==> src/hdl/mcbf_pkg.sv <==
// ----------------------------------------------------------------------------
// mcbf_pkg
// Shared types, sizes and helper functions for the multi-channel byte FIFO.
// ----------------------------------------------------------------------------
package mcbf_pkg;

    localparam int CHANNELS = 2;
    localparam int DEPTH    = 256;

    localparam int PTR_W    = $clog2(DEPTH);
    localparam int CH_IDX_W = (CHANNELS > 1) ? $clog2(CHANNELS) : 1;
    localparam int ADDR_W   = $clog2(CHANNELS * DEPTH);
    localparam int STORE_DEPTH = CHANNELS * DEPTH;

    localparam logic [PTR_W:0]   DEPTH_X  = (PTR_W + 1)'(DEPTH);
    localparam logic [PTR_W-1:0] PTR_LAST = PTR_W'(DEPTH - 1);

    typedef logic [PTR_W-1:0]    t_ptr;
    typedef logic [CH_IDX_W-1:0] t_ch_idx;
    typedef logic [ADDR_W-1:0]   t_addr;

    typedef enum logic [1:0] {
        CMD_PUSH  = 2'd0,
        CMD_POP   = 2'd1,
        CMD_CLEAR = 2'd2
    } t_cmd;

    // Per-item decision handed from the pointer control to the top level.
    typedef struct packed {
        logic        we;
        logic        pop;
        t_addr       addr;
        logic        moved;
        logic [7:0]  fill;
    } t_ctrl;

    function automatic t_ptr fill_of(input t_ptr w, input t_ptr r);
        logic [PTR_W:0] wrap;
        begin
            wrap = DEPTH_X - {1'b0, r} + {1'b0, w};
            fill_of = (w >= r) ? (w - r) : wrap[PTR_W-1:0];
        end
    endfunction

    function automatic t_ptr advance(input t_ptr p);
        advance = (p == PTR_LAST) ? '0 : p + t_ptr'(1);
    endfunction

endpackage

==> src/hdl/mcbf_ctrl.sv <==
// ----------------------------------------------------------------------------
// mcbf_ctrl
// Per-channel read and write pointers with the push, pop and clear decision.
// ----------------------------------------------------------------------------
module mcbf_ctrl
    import mcbf_pkg::*;
(
    input  logic       i_clk,
    input  logic       i_rst_n,
    input  logic       i_accept,
    input  logic [1:0] i_command,
    input  logic       i_channel,
    output t_ctrl      o_ctrl
);

    t_ptr r_wp [CHANNELS];
    t_ptr r_rp [CHANNELS];

    t_ch_idx ch;
    logic    ch_ok;
    t_ptr    cur_w, cur_r, n_w, n_r, cur_fill, new_fill;
    t_ctrl   ctrl;

    assign ch    = t_ch_idx'(i_channel);
    assign ch_ok = (32'(i_channel) < CHANNELS);

    always_comb begin
        cur_w    = ch_ok ? r_wp[ch] : '0;
        cur_r    = ch_ok ? r_rp[ch] : '0;
        cur_fill = fill_of(cur_w, cur_r);
        n_w      = cur_w;
        n_r      = cur_r;
        ctrl     = '0;
        case (t_cmd'(i_command))
            CMD_PUSH: begin
                if (ch_ok && cur_fill != PTR_LAST) begin
                    ctrl.we    = 1'b1;
                    ctrl.moved = 1'b1;
                    n_w        = advance(cur_w);
                end
            end
            CMD_POP: begin
                if (ch_ok && cur_fill != '0) begin
                    ctrl.pop   = 1'b1;
                    ctrl.moved = 1'b1;
                    n_r        = advance(cur_r);
                end
            end
            CMD_CLEAR: begin
                n_w = '0;
                n_r = '0;
            end
            default: begin
            end
        endcase
        // The store is split into one contiguous region per channel.
        ctrl.addr = ADDR_W'(32'(ch) * DEPTH + 32'(ctrl.we ? cur_w : cur_r));
        new_fill  = fill_of(n_w, n_r);
        ctrl.fill = ch_ok ? 8'(new_fill) : 8'd0;
    end

    always_ff @(posedge i_clk) begin
        if (!i_rst_n) begin
            for (int i = 0; i < CHANNELS; i++) begin
                r_wp[i] <= '0;
                r_rp[i] <= '0;
            end
        end else if (i_accept && ch_ok) begin
            r_wp[ch] <= n_w;
            r_rp[ch] <= n_r;
        end
    end

    assign o_ctrl = '{we:    ctrl.we & i_accept,
                      pop:   ctrl.pop & i_accept,
                      addr:  ctrl.addr,
                      moved: ctrl.moved,
                      fill:  ctrl.fill};

endmodule

==> config.mk <==
export PLATFORM = sky130hd
export DESIGN_NAME = mcbf_ctrl
export DESIGN_NICKNAME = d
export VERILOG_FILES = /design/src/hdl/mcbf_pkg.sv /design/src/hdl/mcbf_ctrl.sv
export SDC_FILE = /design/constraint.sdc
export NUM_CORES = 1
export LEC_CHECK = 0
export BUFFER_PORTS_ARGS = -buffer_cell sky130_fd_sc_hd__buf_2
export CAP_MARGIN = 20
export CORE_UTILIZATION = 35
export DETAILED_ROUTE_END_ITERATION = 10
export GPL_TIMING_DRIVEN = 0
export PLACE_DENSITY = 0.51
export SLEW_MARGIN = 25
export SYNTH_ARGS = -nofsm -noshare
export SYNTH_HDL_FRONTEND = slang
export SYNTH_SLANG_ARGS = --single-unit
==> constraint.sdc <==
create_clock -name i_clk -period 13 [get_ports i_clk]
set_clock_uncertainty 0.05 [all_clocks]
set_input_delay 0.65 -clock i_clk [delete_from_list [all_inputs] [get_ports i_clk]]
set_output_delay 0.65 -clock i_clk [all_outputs]
set_load 0.03 [all_outputs]
==> results of run 1 <==
tightest hold or removal path, stage by stage, from the launching register on:
cell and delay, ns:
sky130_fd_sc_hd__edfxtp_1 0.32, sky130_fd_sc_hd__mux2i_1 0.11, sky130_fd_sc_hd__nor2_1 0.16, sky130_fd_sc_hd__a31oi_2 0.08, sky130_fd_sc_hd__nor2_1 0.10
cell usage after synthesis (3+ instances only):
library cell / instances
sky130_fd_sc_hd__nand3_1: 8
sky130_fd_sc_hd__nand4_1: 4
sky130_fd_sc_hd__clkbuf_1: 6
sky130_fd_sc_hd__o2111a_1: 3
sky130_fd_sc_hd__a211oi_1: 9
sky130_fd_sc_hd__o21ai_0: 14
sky130_fd_sc_hd__a21oi_1: 17
sky130_fd_sc_hd__nor2_1: 57
sky130_fd_sc_hd__nand2b_1: 3
sky130_fd_sc_hd__xnor2_1: 6
sky130_fd_sc_hd__buf_2: 4
sky130_fd_sc_hd__nor2b_1: 6
sky130_fd_sc_hd__ha_1: 19
sky130_fd_sc_hd__a211oi_2: 4
sky130_fd_sc_hd__and3_1: 3
sky130_fd_sc_hd__nand3b_1: 5
sky130_fd_sc_hd__edfxtp_1: 32
sky130_fd_sc_hd__a21o_1: 6
sky130_fd_sc_hd__nor3_1: 9
sky130_fd_sc_hd__inv_1: 32
sky130_fd_sc_hd__mux2i_1: 18
sky130_fd_sc_hd__nand2_1: 19
area by class of cell:
| type | count | area share |
|---|---|---|
| clock inverter | 3 | 0.0112 |
| buffer | 15 | 0.0228 |
| sequential | 32 | 0.287 |
| timing repair buffer | 24 | 0.0358 |
| tap | 105 | 0.0392 |
| clock buffer | 5 | 0.0205 |
| multi-input combinational | 261 | 0.548 |
| inverter | 32 | 0.0358 |
power groups by stage:
stage / logic, mW / clock network (mW) / registers, mW
finish: 0.158 / 0.0918 / 0.122
CTS: 0.159 / 0.0931 / 0.122
floorplan: 0.120 / 0 / 0.124
global placement: 0.157 / 0 / 0.124
global route: 0.173 / 0.0974 / 0.123
detailed placement: 0.158 / 0 / 0.125
cells by family after synthesis:
group	after synthesis	synth area share
flops	32	0.321
mux	20	0.0677
buf+inv	47	0.0656
compound gates	82	0.208
xor+xnor	9	0.0309
simple gates	129	0.214
fa+ha+maj	21	0.0928
final timing paths:
check	endpoint	depth (start not counted)	start	slack, ns
hold reg to reg	r_wp[1][6]	4	r_wp[0][6]	0.83
setup reg to reg	r_wp[1][2]	12	r_rp[1][0]	8.88
hold / removal	r_wp[1][6]	4	r_wp[0][6]	0.83
setup / recovery	o_ctrl[7]	21	i_channel	5.75
metrics by stage:
stage,cells,hold WS [ns],util
3_3_place_gp,469,0.809,0.393
4_1_cts,477,0.833,0.406
6_report,477,0.832,0.406
5_1_grt,477,0.860,0.406
2_1_floorplan,340,0.712,-
3_5_place_dp,469,0.827,0.393
routing by layer:
| layer | up-vias | GRT usage |
|---|---|---|
| li1 | 1306 | - |
| met3 | 10 | 0.0193 |
| met2 | 66 | 0.289 |
| met5 | - | 0 |
| met4 | 0 | 0.0568 |
| met1 | 1222 | 0.258 |
registers in the layout, summed over array words and instances, names as in the netlist:
name / flops
r_rp: 16
r_wp: 16
placed cells by master (no fill, tap or decap), types with 6 or more instances in the layout:
cell type | netlist | final
sky130_fd_sc_hd__nand3_1 | 8 | 8
sky130_fd_sc_hd__nor3_1 | 9 | 9
sky130_fd_sc_hd__xnor2_1 | 6 | 6
sky130_fd_sc_hd__inv_1 | 32 | 32
sky130_fd_sc_hd__buf_2 | 4 | 28
sky130_fd_sc_hd__a21o_1 | 6 | 6
sky130_fd_sc_hd__nor2_1 | 57 | 57
sky130_fd_sc_hd__nand2_1 | 19 | 19
sky130_fd_sc_hd__a21oi_1 | 17 | 17
sky130_fd_sc_hd__nor2b_1 | 6 | 6
sky130_fd_sc_hd__mux2i_1 | 18 | 18
sky130_fd_sc_hd__ha_1 | 19 | 19
sky130_fd_sc_hd__a211oi_1 | 9 | 9
sky130_fd_sc_hd__o21ai_0 | 14 | 14
sky130_fd_sc_hd__clkbuf_1 | 6 | 6
sky130_fd_sc_hd__edfxtp_1 | 32 | 32
==> report_table.html, run 1 <==
<table>
<tr><th>Metric</th><th>Value</th></tr>
<tr><th colspan="2">CTS</th></tr>
<tr><td># resized after CTS</td><td>0</td></tr>
<tr><td>Register clock-pin slew on the reported worst setup and hold paths</td><td>0.07 ns</td></tr>
<tr><td>Buffers inserted during post-CTS setup optimization</td><td>0</td></tr>
<tr><td>Number of buffers added by the clock tree synthesis step</td><td>5</td></tr>
<tr><td>Hold bufs inserted after CTS</td><td>0</td></tr>
<tr><td>CTS tree</td><td>built</td></tr>
<tr><td>H-tree Lvls</td><td>2</td></tr>
<tr><td>Library cell used as clock root buffer</td><td>sky130_fd_sc_hd__clkbuf_8</td></tr>
<tr><td>Clock sinks</td><td>32</td></tr>
<tr><td>Clock buffer depth</td><td>2</td></tr>
<tr><td>Clk_lat worst skew</td><td>0.28 ns</td></tr>
<tr><th colspan="2">Routing</th></tr>
<tr><td>Number of optimization iterations in the first detailed-route pass</td><td>4</td></tr>
<tr><td>WL met1</td><td>between 3 and 4 mm</td></tr>
<tr><td>Post-detailed-route DRC marker count</td><td>0</td></tr>
<tr><td>Via count</td><td>2604</td></tr>
<tr><td>Drt initial violations</td><td>130</td></tr>
<tr><td>Routed wire length</td><td>7.88 mm</td></tr>
<tr><td>DR WL/cell</td><td>16.5 µm</td></tr>
<tr><td>Count of antenna-violating nets left after detailed routing</td><td>0</td></tr>
<tr><td>Per-cell via count in the routed design</td><td>5.46</td></tr>
<tr><td>Uppermost signal routing layer after detailed routing</td><td>met4</td></tr>
<tr><td>Routed met3 length</td><td>335 µm</td></tr>
<tr><td>Routed length on met2</td><td>3.52 mm</td></tr>
<tr><th colspan="2">Placed design</th></tr>
<tr><td>Dpl ws</td><td>5.74 ns</td></tr>
<tr><td>Final GP Congestion</td><td>0.814</td></tr>
<tr><td># port buffers</td><td>24</td></tr>
<tr><td>Post-placement cell area</td><td>3240 µm²</td></tr>
<tr><td>Final HPWL DP</td><td>6.31 mm</td></tr>
<tr><th colspan="2">Critical path</th></tr>
<tr><td>Nature of the critical path startpoint</td><td>input port</td></tr>
<tr><td>Kind of capture point of the worst setup path</td><td>output port</td></tr>
<tr><td>Critical path's top delay family</td><td>compound AO/OA/AOI/OAI gates</td></tr>
<tr><td>CP Data Arrival Time</td><td>about 6.6 ns</td></tr>
<tr><td>Bufs and invs on worst path</td><td>5</td></tr>
<tr><td>Most repeated library cell on the critical path</td><td>sky130_fd_sc_hd__buf_2</td></tr>
<tr><td>Longest individual stage delay on the worst path</td><td>about 0.70 ns</td></tr>
<tr><td>Worst-path cell chain</td><td>buf_2 &gt; buf_2 &gt; buf_2 &gt; mux2i_1 &gt; ha_1 &gt; buf_2 &gt; a21o_1 &gt; a221o_1 &gt; a211oi_1 &gt; and4_2 &gt; a21boi_1 &gt; a31o_2 &gt; a21oi_1 &gt; ha_1 &gt; a21o_1 &gt; a21o_1 &gt; a21o_1 &gt; a21oi_1 &gt; o21ai_0 &gt; xnor3_1 &gt; buf_2</td></tr>
<tr><td>Largest fanout on the critical path</td><td>10</td></tr>
<tr><td>Slowest cell on the critical path</td><td>sky130_fd_sc_hd__mux2i_1</td></tr>
<tr><td>Required time worst endpoint</td><td>around 12 ns</td></tr>
<tr><td>Type of the setup path with the least slack</td><td>input port to output port</td></tr>
<tr><th colspan="2">Logic synthesis</th></tr>
<tr><td>Asr flop ratio synth</td><td>0</td></tr>
<tr><td>Count of flip-flops with a built-in enable after synthesis</td><td>32</td></tr>
<tr><td>Top flip-flop cell by instance count after synthesis</td><td>sky130_fd_sc_hd__edfxtp_1</td></tr>
<tr><td>Synthesized Nets</td><td>between 300 and 400</td></tr>
<tr><td>Mapped Area</td><td>2990 µm²</td></tr>
<tr><td>Syn avg cell area</td><td>8.80 µm²</td></tr>
<tr><td>Portion of synthesized cell area occupied by the leading cell type</td><td>0.321</td></tr>
<tr><td>Distinct cell type count after synthesis</td><td>65</td></tr>
<tr><td>Biggest area contributors in the synthesized netlist</td><td>sky130_fd_sc_hd__edfxtp_1, sky130_fd_sc_hd__ha_1, sky130_fd_sc_hd__nor2_1</td></tr>
<tr><td>Synth Warn #</td><td>0</td></tr>
<tr><td>Post-synth top area cell</td><td>sky130_fd_sc_hd__edfxtp_1</td></tr>
<tr><td>Register bit total from synthesis</td><td>32</td></tr>
<tr><td>Sequential area share after synthesis</td><td>0.321</td></tr>
<tr><td>Number of instances in the synthesized netlist</td><td>340</td></tr>
<tr><th colspan="2">Cells and area</th></tr>
<tr><td>Number of fill cells in the layout</td><td>844</td></tr>
<tr><td>Final Cell Area</td><td>3350 µm²</td></tr>
<tr><td>Sequential cell area</td><td>961 µm²</td></tr>
<tr><td>Final net count</td><td>398</td></tr>
<tr><td>Fraction of layout instances using a drive strength above 1</td><td>0.148</td></tr>
<tr><td>Multi-input combinational cell area</td><td>around 1800 µm²</td></tr>
<tr><td>Layout-stage area growth over the synthesis result</td><td>12.0%</td></tr>
<tr><td>Antenna diode count</td><td>0</td></tr>
<tr><th colspan="2">Timing</th></tr>
<tr><td>Pins over their slew limit</td><td>0</td></tr>
<tr><td>Tmin final</td><td>~7.3 ns</td></tr>
<tr><td>Final setup margin</td><td>5.75 ns</td></tr>
<tr><td>Worst rel slew slack</td><td>0.450</td></tr>
<tr><td>Hold Vio Cnt, Final</td><td>0</td></tr>
<tr><td>Number of failing setup endpoints in the final timing report</td><td>0</td></tr>
<tr><td>Final clock period utilization by the worst path</td><td>0.558</td></tr>
<tr><td>Setup TNS</td><td>0 ns</td></tr>
<tr><td>Pin slew with the least headroom to its limit</td><td>0.802 ns</td></tr>
<tr><td>Unrepaired setup endpoints after global routing</td><td>false</td></tr>
<tr><td>Max Fclk</td><td>138 MHz</td></tr>
<tr><th colspan="2">Die</th></tr>
<tr><td>Die Ht</td><td>94.5 µm</td></tr>
<tr><td>Std-Cell Core Area</td><td>about 8300 µm²</td></tr>
<tr><td>Initial cell density of the core</td><td>0.362</td></tr>
<tr><td>IO Count</td><td>26</td></tr>
<tr><td>Number of rows created at floorplan</td><td>33</td></tr>
<tr><td>DIE AREA</td><td>8920 µm²</td></tr>
<tr><td>Width of the die</td><td>94.5 µm</td></tr>
<tr><th colspan="2">Power</th></tr>
<tr><td>Total power after layout</td><td>about 0.37 mW</td></tr>
<tr><td>Sequential share of power</td><td>0.329</td></tr>
<tr><td>Reported net switching power</td><td>0.143 mW</td></tr>
<tr><td>Fraction of power consumed by the clock network</td><td>0.247</td></tr>
<tr><td>Switching power share of the total</td><td>0.384</td></tr>
<tr><td>Combinational cell fraction of total power</td><td>0.425</td></tr>
<tr><td>Pwr dens</td><td>111 nW/µm²</td></tr>
<tr><td>Worst vdd ir</td><td>0.0689 mV</td></tr>
<tr><td>Leakage power figure</td><td>~1.5 nW</td></tr>
<tr><td>Internal Dissipation</td><td>0.229 mW</td></tr>
<tr><th colspan="2">Global route</th></tr>
<tr><td>Via count of the first global-routing pass</td><td>2318</td></tr>
<tr><td>Total Routing Usage GR</td><td>0.182</td></tr>
<tr><td>Initial antenna violation count</td><td>0</td></tr>
<tr><td>Maximum number of pins on one net before global-route repair</td><td>17</td></tr>
<tr><td>Overflow after GRT</td><td>0</td></tr>
<tr><td>Global-route wire length before repair</td><td>12.2 mm</td></tr>
<tr><th colspan="2">Run</th></tr>
<tr><td>Number of maximum-capacitance violations</td><td>0</td></tr>
<tr><th colspan="2">Min path</th></tr>
<tr><td>Hold WC Path Type</td><td>register to register</td></tr>
<tr><th colspan="2">Run status</th></tr>
<tr><td>Result of the run</td><td>completed</td></tr>
</table>
No activity file was read; power rests on OpenSTA's default activity.
==> run 2: changes to the inputs <==
Settings changed: PLACE_DENSITY 0.51 to 0.52.
Clock period 13 ns to 6.6 ns, I/O delays scaled along.
==> report_table.html, run 2 (synthesized netlist as in run 1, its figures left out) <==
<table>
<tr><th>Metric</th><th>Value</th></tr>
<tr><th colspan="2">Run status</th></tr>
<tr><td>Result of the run</td><td>completed</td></tr>
<tr><th colspan="2">Global route</th></tr>
<tr><td>Maximum number of pins on one net before global-route repair</td><td>17</td></tr>
<tr><td>Overflow after GRT</td><td>0</td></tr>
<tr><td>Total Routing Usage GR</td><td>0.193</td></tr>
<tr><td>Global-route wire length before repair</td><td>13.0 mm</td></tr>
<tr><td>Initial antenna violation count</td><td>0</td></tr>
<tr><td>Via count of the first global-routing pass</td><td>2524</td></tr>
<tr><th colspan="2">Critical path</th></tr>
<tr><td>Worst reg2reg path depth</td><td>13</td></tr>
<tr><td>Critical path's top delay family</td><td>compound AO/OA/AOI/OAI gates</td></tr>
<tr><td>Nature of the critical path startpoint</td><td>input port</td></tr>
<tr><td>CP Data Arrival Time</td><td>about 5.8 ns</td></tr>
<tr><td>Worst flop-to-flop path startpoint</td><td>r_rp[1][0]</td></tr>
<tr><td>Kind of capture point of the worst setup path</td><td>output port</td></tr>
<tr><td>Most repeated library cell on the critical path</td><td>sky130_fd_sc_hd__a21o_1</td></tr>
<tr><td>Type of the setup path with the least slack</td><td>input port to output port</td></tr>
<tr><td>Longest individual stage delay on the worst path</td><td>0.59 ns</td></tr>
<tr><td>Largest fanout on the critical path</td><td>10</td></tr>
<tr><td>Worst-path cell chain</td><td>buf_2 &gt; clkbuf_4 &gt; clkbuf_4 &gt; mux2i_1 &gt; ha_1 &gt; and4_1 &gt; o21a_1 &gt; or4_4 &gt; a2111o_1 &gt; buf_6 &gt; mux2i_1 &gt; a22oi_2 &gt; inv_1 &gt; ha_1 &gt; a21o_1 &gt; a21o_1 &gt; a21o_1 &gt; a21oi_1 &gt; o21ai_0 &gt; xnor3_1 &gt; buf_2</td></tr>
<tr><td>Bufs and invs on worst path</td><td>6</td></tr>
<tr><td>Endpoint of the worst register-to-register path</td><td>r_wp[1][3]</td></tr>
<tr><td>Reg-to-reg setup timing slack</td><td>around 2.7 ns</td></tr>
<tr><td>Required time worst endpoint</td><td>6.22 ns</td></tr>
<tr><td>Slowest cell on the critical path</td><td>sky130_fd_sc_hd__mux2i_1</td></tr>
<tr><th colspan="2">CTS</th></tr>
<tr><td>Clk_lat worst skew</td><td>roughly 0.28 ns</td></tr>
<tr><td>Clock sinks</td><td>32</td></tr>
<tr><td>H-tree Lvls</td><td>2</td></tr>
<tr><td>CTS tree</td><td>built</td></tr>
<tr><td>Clock buffer depth</td><td>2</td></tr>
<tr><td>Number of buffers added by the clock tree synthesis step</td><td>5</td></tr>
<tr><td>Register clock-pin slew on the reported worst setup and hold paths</td><td>0.07 ns</td></tr>
<tr><td>Library cell used as clock root buffer</td><td>sky130_fd_sc_hd__clkbuf_8</td></tr>
<tr><th colspan="2">Timing</th></tr>
<tr><td>Final clock period utilization by the worst path</td><td>0.942</td></tr>
<tr><td>Worst rel slew slack</td><td>0.468</td></tr>
<tr><td>Number of failing setup endpoints in the final timing report</td><td>0</td></tr>
<tr><td>Unrepaired setup endpoints after global routing</td><td>false</td></tr>
<tr><td>Setup TNS</td><td>0 ns</td></tr>
<tr><td>Pins over their slew limit</td><td>0</td></tr>
<tr><td>Max Fclk</td><td>161 MHz</td></tr>
<tr><td>Pin slew with the least headroom to its limit</td><td>0.775 ns</td></tr>
<tr><td>Hold Vio Cnt, Final</td><td>0</td></tr>
<tr><td>Final setup margin</td><td>roughly 0.38 ns</td></tr>
<tr><td>Tmin final</td><td>6.22 ns</td></tr>
<tr><th colspan="2">Routing</th></tr>
<tr><td>Per-cell via count in the routed design</td><td>5.63</td></tr>
<tr><td>Drt initial violations</td><td>170</td></tr>
<tr><td>Routed wire length</td><td>a little over 8 mm</td></tr>
<tr><td>Via count</td><td>2703</td></tr>
<tr><td>Number of optimization iterations in the first detailed-route pass</td><td>4</td></tr>
<tr><td>DR WL/cell</td><td>17.1 µm</td></tr>
<tr><td>Post-detailed-route DRC marker count</td><td>0</td></tr>
<tr><td>Count of antenna-violating nets left after detailed routing</td><td>0</td></tr>
<tr><th colspan="2">Placed design</th></tr>
<tr><td># port buffers</td><td>24</td></tr>
<tr><td>Dpl ws</td><td>-0.000319 ns</td></tr>
<tr><td>Final HPWL DP</td><td>~6.4 mm</td></tr>
<tr><td>Post-placement cell area</td><td>between 3000 and 4000 µm²</td></tr>
<tr><td>Final GP Congestion</td><td>0.831</td></tr>
<tr><th colspan="2">Die</th></tr>
<tr><td>Width of the die</td><td>94.5 µm</td></tr>
<tr><td>Std-Cell Core Area</td><td>8260 µm²</td></tr>
<tr><td>IO Count</td><td>26</td></tr>
<tr><td>Initial cell density of the core</td><td>0.362</td></tr>
<tr><td>DIE AREA</td><td>8920 µm²</td></tr>
<tr><td>Number of rows created at floorplan</td><td>33</td></tr>
<tr><td>Die Ht</td><td>around 94 µm</td></tr>
<tr><th colspan="2">Min path</th></tr>
<tr><td>Min-delay src</td><td>i_accept</td></tr>
<tr><td>Hold WC Path Type</td><td>input port to register</td></tr>
<tr><td>Hold EP</td><td>r_rp[0][3]</td></tr>
<tr><td>Cells on Worst Hold Path</td><td>3</td></tr>
<tr><th colspan="2">Run</th></tr>
<tr><td>Number of maximum-capacitance violations</td><td>0</td></tr>
<tr><th colspan="2">Cells and area</th></tr>
<tr><td>Most common cell after layout, fill and taps aside</td><td>sky130_fd_sc_hd__nor2_1</td></tr>
<tr><td>Antenna diode count</td><td>0</td></tr>
<tr><td>Layout-stage area growth over the synthesis result</td><td>13.3%</td></tr>
<tr><td>Final Cell Area</td><td>3390 µm²</td></tr>
<tr><td>Fraction of layout instances using a drive strength above 1</td><td>0.179</td></tr>
<tr><td>Final net count</td><td>between 400 and 500</td></tr>
<tr><td>Number of fill cells in the layout</td><td>between 800 and 900</td></tr>
<tr><td>Most frequent cells in the layout</td><td>sky130_fd_sc_hd__nor2_1, sky130_fd_sc_hd__inv_1, sky130_fd_sc_hd__edfxtp_1, sky130_fd_sc_hd__buf_2</td></tr>
<tr><td>Top Registers</td><td>r_rp (16), r_wp (16)</td></tr>
<tr><th colspan="2">Power</th></tr>
<tr><td>Leakage power figure</td><td>1.46 nW</td></tr>
<tr><td>Worst vdd ir</td><td>0.176 mV</td></tr>
<tr><td>Pwr dens</td><td>208 nW/µm²</td></tr>
</table>
## run 2: cell count changes in the layout (fill, tap and decap cells not counted), moves of 2 or more
cell                       previous run  this run
sky130_fd_sc_hd__clkinv_1             2         0
sky130_fd_sc_hd__buf_2               28        26
sky130_fd_sc_hd__clkinv_2             0         2
sky130_fd_sc_hd__buf_4                2         6
sky130_fd_sc_hd__clkbuf_4             0         2
sky130_fd_sc_hd__mux2i_1             18        16
sky130_fd_sc_hd__mux2i_2              0         2
## run 2: what timing repair did
item / CTS / global route
pin swaps: 0 / 1
hold buffers: 0 / 0
buffers inserted: 0 / 4
resized for setup: 1 / 9
endpoints found under the setup margin: 1 / 2
## run 2: worst min-delay path: stages
cell                       delay [ns]
sky130_fd_sc_hd__buf_2           0.11
sky130_fd_sc_hd__nand3b_1        0.25
sky130_fd_sc_hd__nor2_1          0.16
## run 2: worst max path at each step
stage | cells past startpoint | endpoint | slack [ns] | start
floorplan | 21 | o_ctrl[7] | 0.98 | i_channel
global placement | 22 | o_ctrl[7] | 0.07 | i_channel
detailed placement | 22 | o_ctrl[7] | -0.0003 | i_channel
CTS | 23 | o_ctrl[7] | 0.11 | i_channel
global route | 22 | o_ctrl[7] | 0.01 | i_channel
finish | 21 | o_ctrl[7] | 0.38 | i_channel
## run 2: per-layer routing
layer | vias to the layer above | track usage | wire length [µm]
met5 | - | 0 | 0
met1 | 1287 | 0.276 | 3930
met3 | 10 | 0.0185 | 406
met4 | 0 | 0.0657 | 167
li1 | 1312 | - | -
met2 | 94 | 0.304 | 3710
## run 2: report_power, final
part / switching, mW / internal (mW)
logic: 0.211 / 0.109
registers: 0.00489 / 0.236
clock network: 0.0714 / 0.0733
## run 2: layout make-up
class / instances / area, µm² / area share
multi-input cells: 261 / 1860 / 0.549
flip-flops and latches: 32 / 961 / 0.283
repair buffers: 28 / 150 / 0.0443
well taps: 105 / 131 / 0.0387
inverters: 32 / 120 / 0.0354
plain buffers: 14 / 77.6 / 0.0229
clock buffers: 5 / 68.8 / 0.0203
clock inverters: 3 / 18.8 / 0.00554
## run 2: per-stage QoR
stage	utilization	std cells	power, mW	hold WS (ns)
2_1_floorplan	-	340	0.480	0.671
3_3_place_gp	0.393	469	0.556	0.763
3_5_place_dp	0.393	469	0.557	0.785
4_1_cts	0.404	477	0.704	0.633
5_1_grt	0.411	480	0.749	0.668
6_report	0.411	480	0.706	0.627
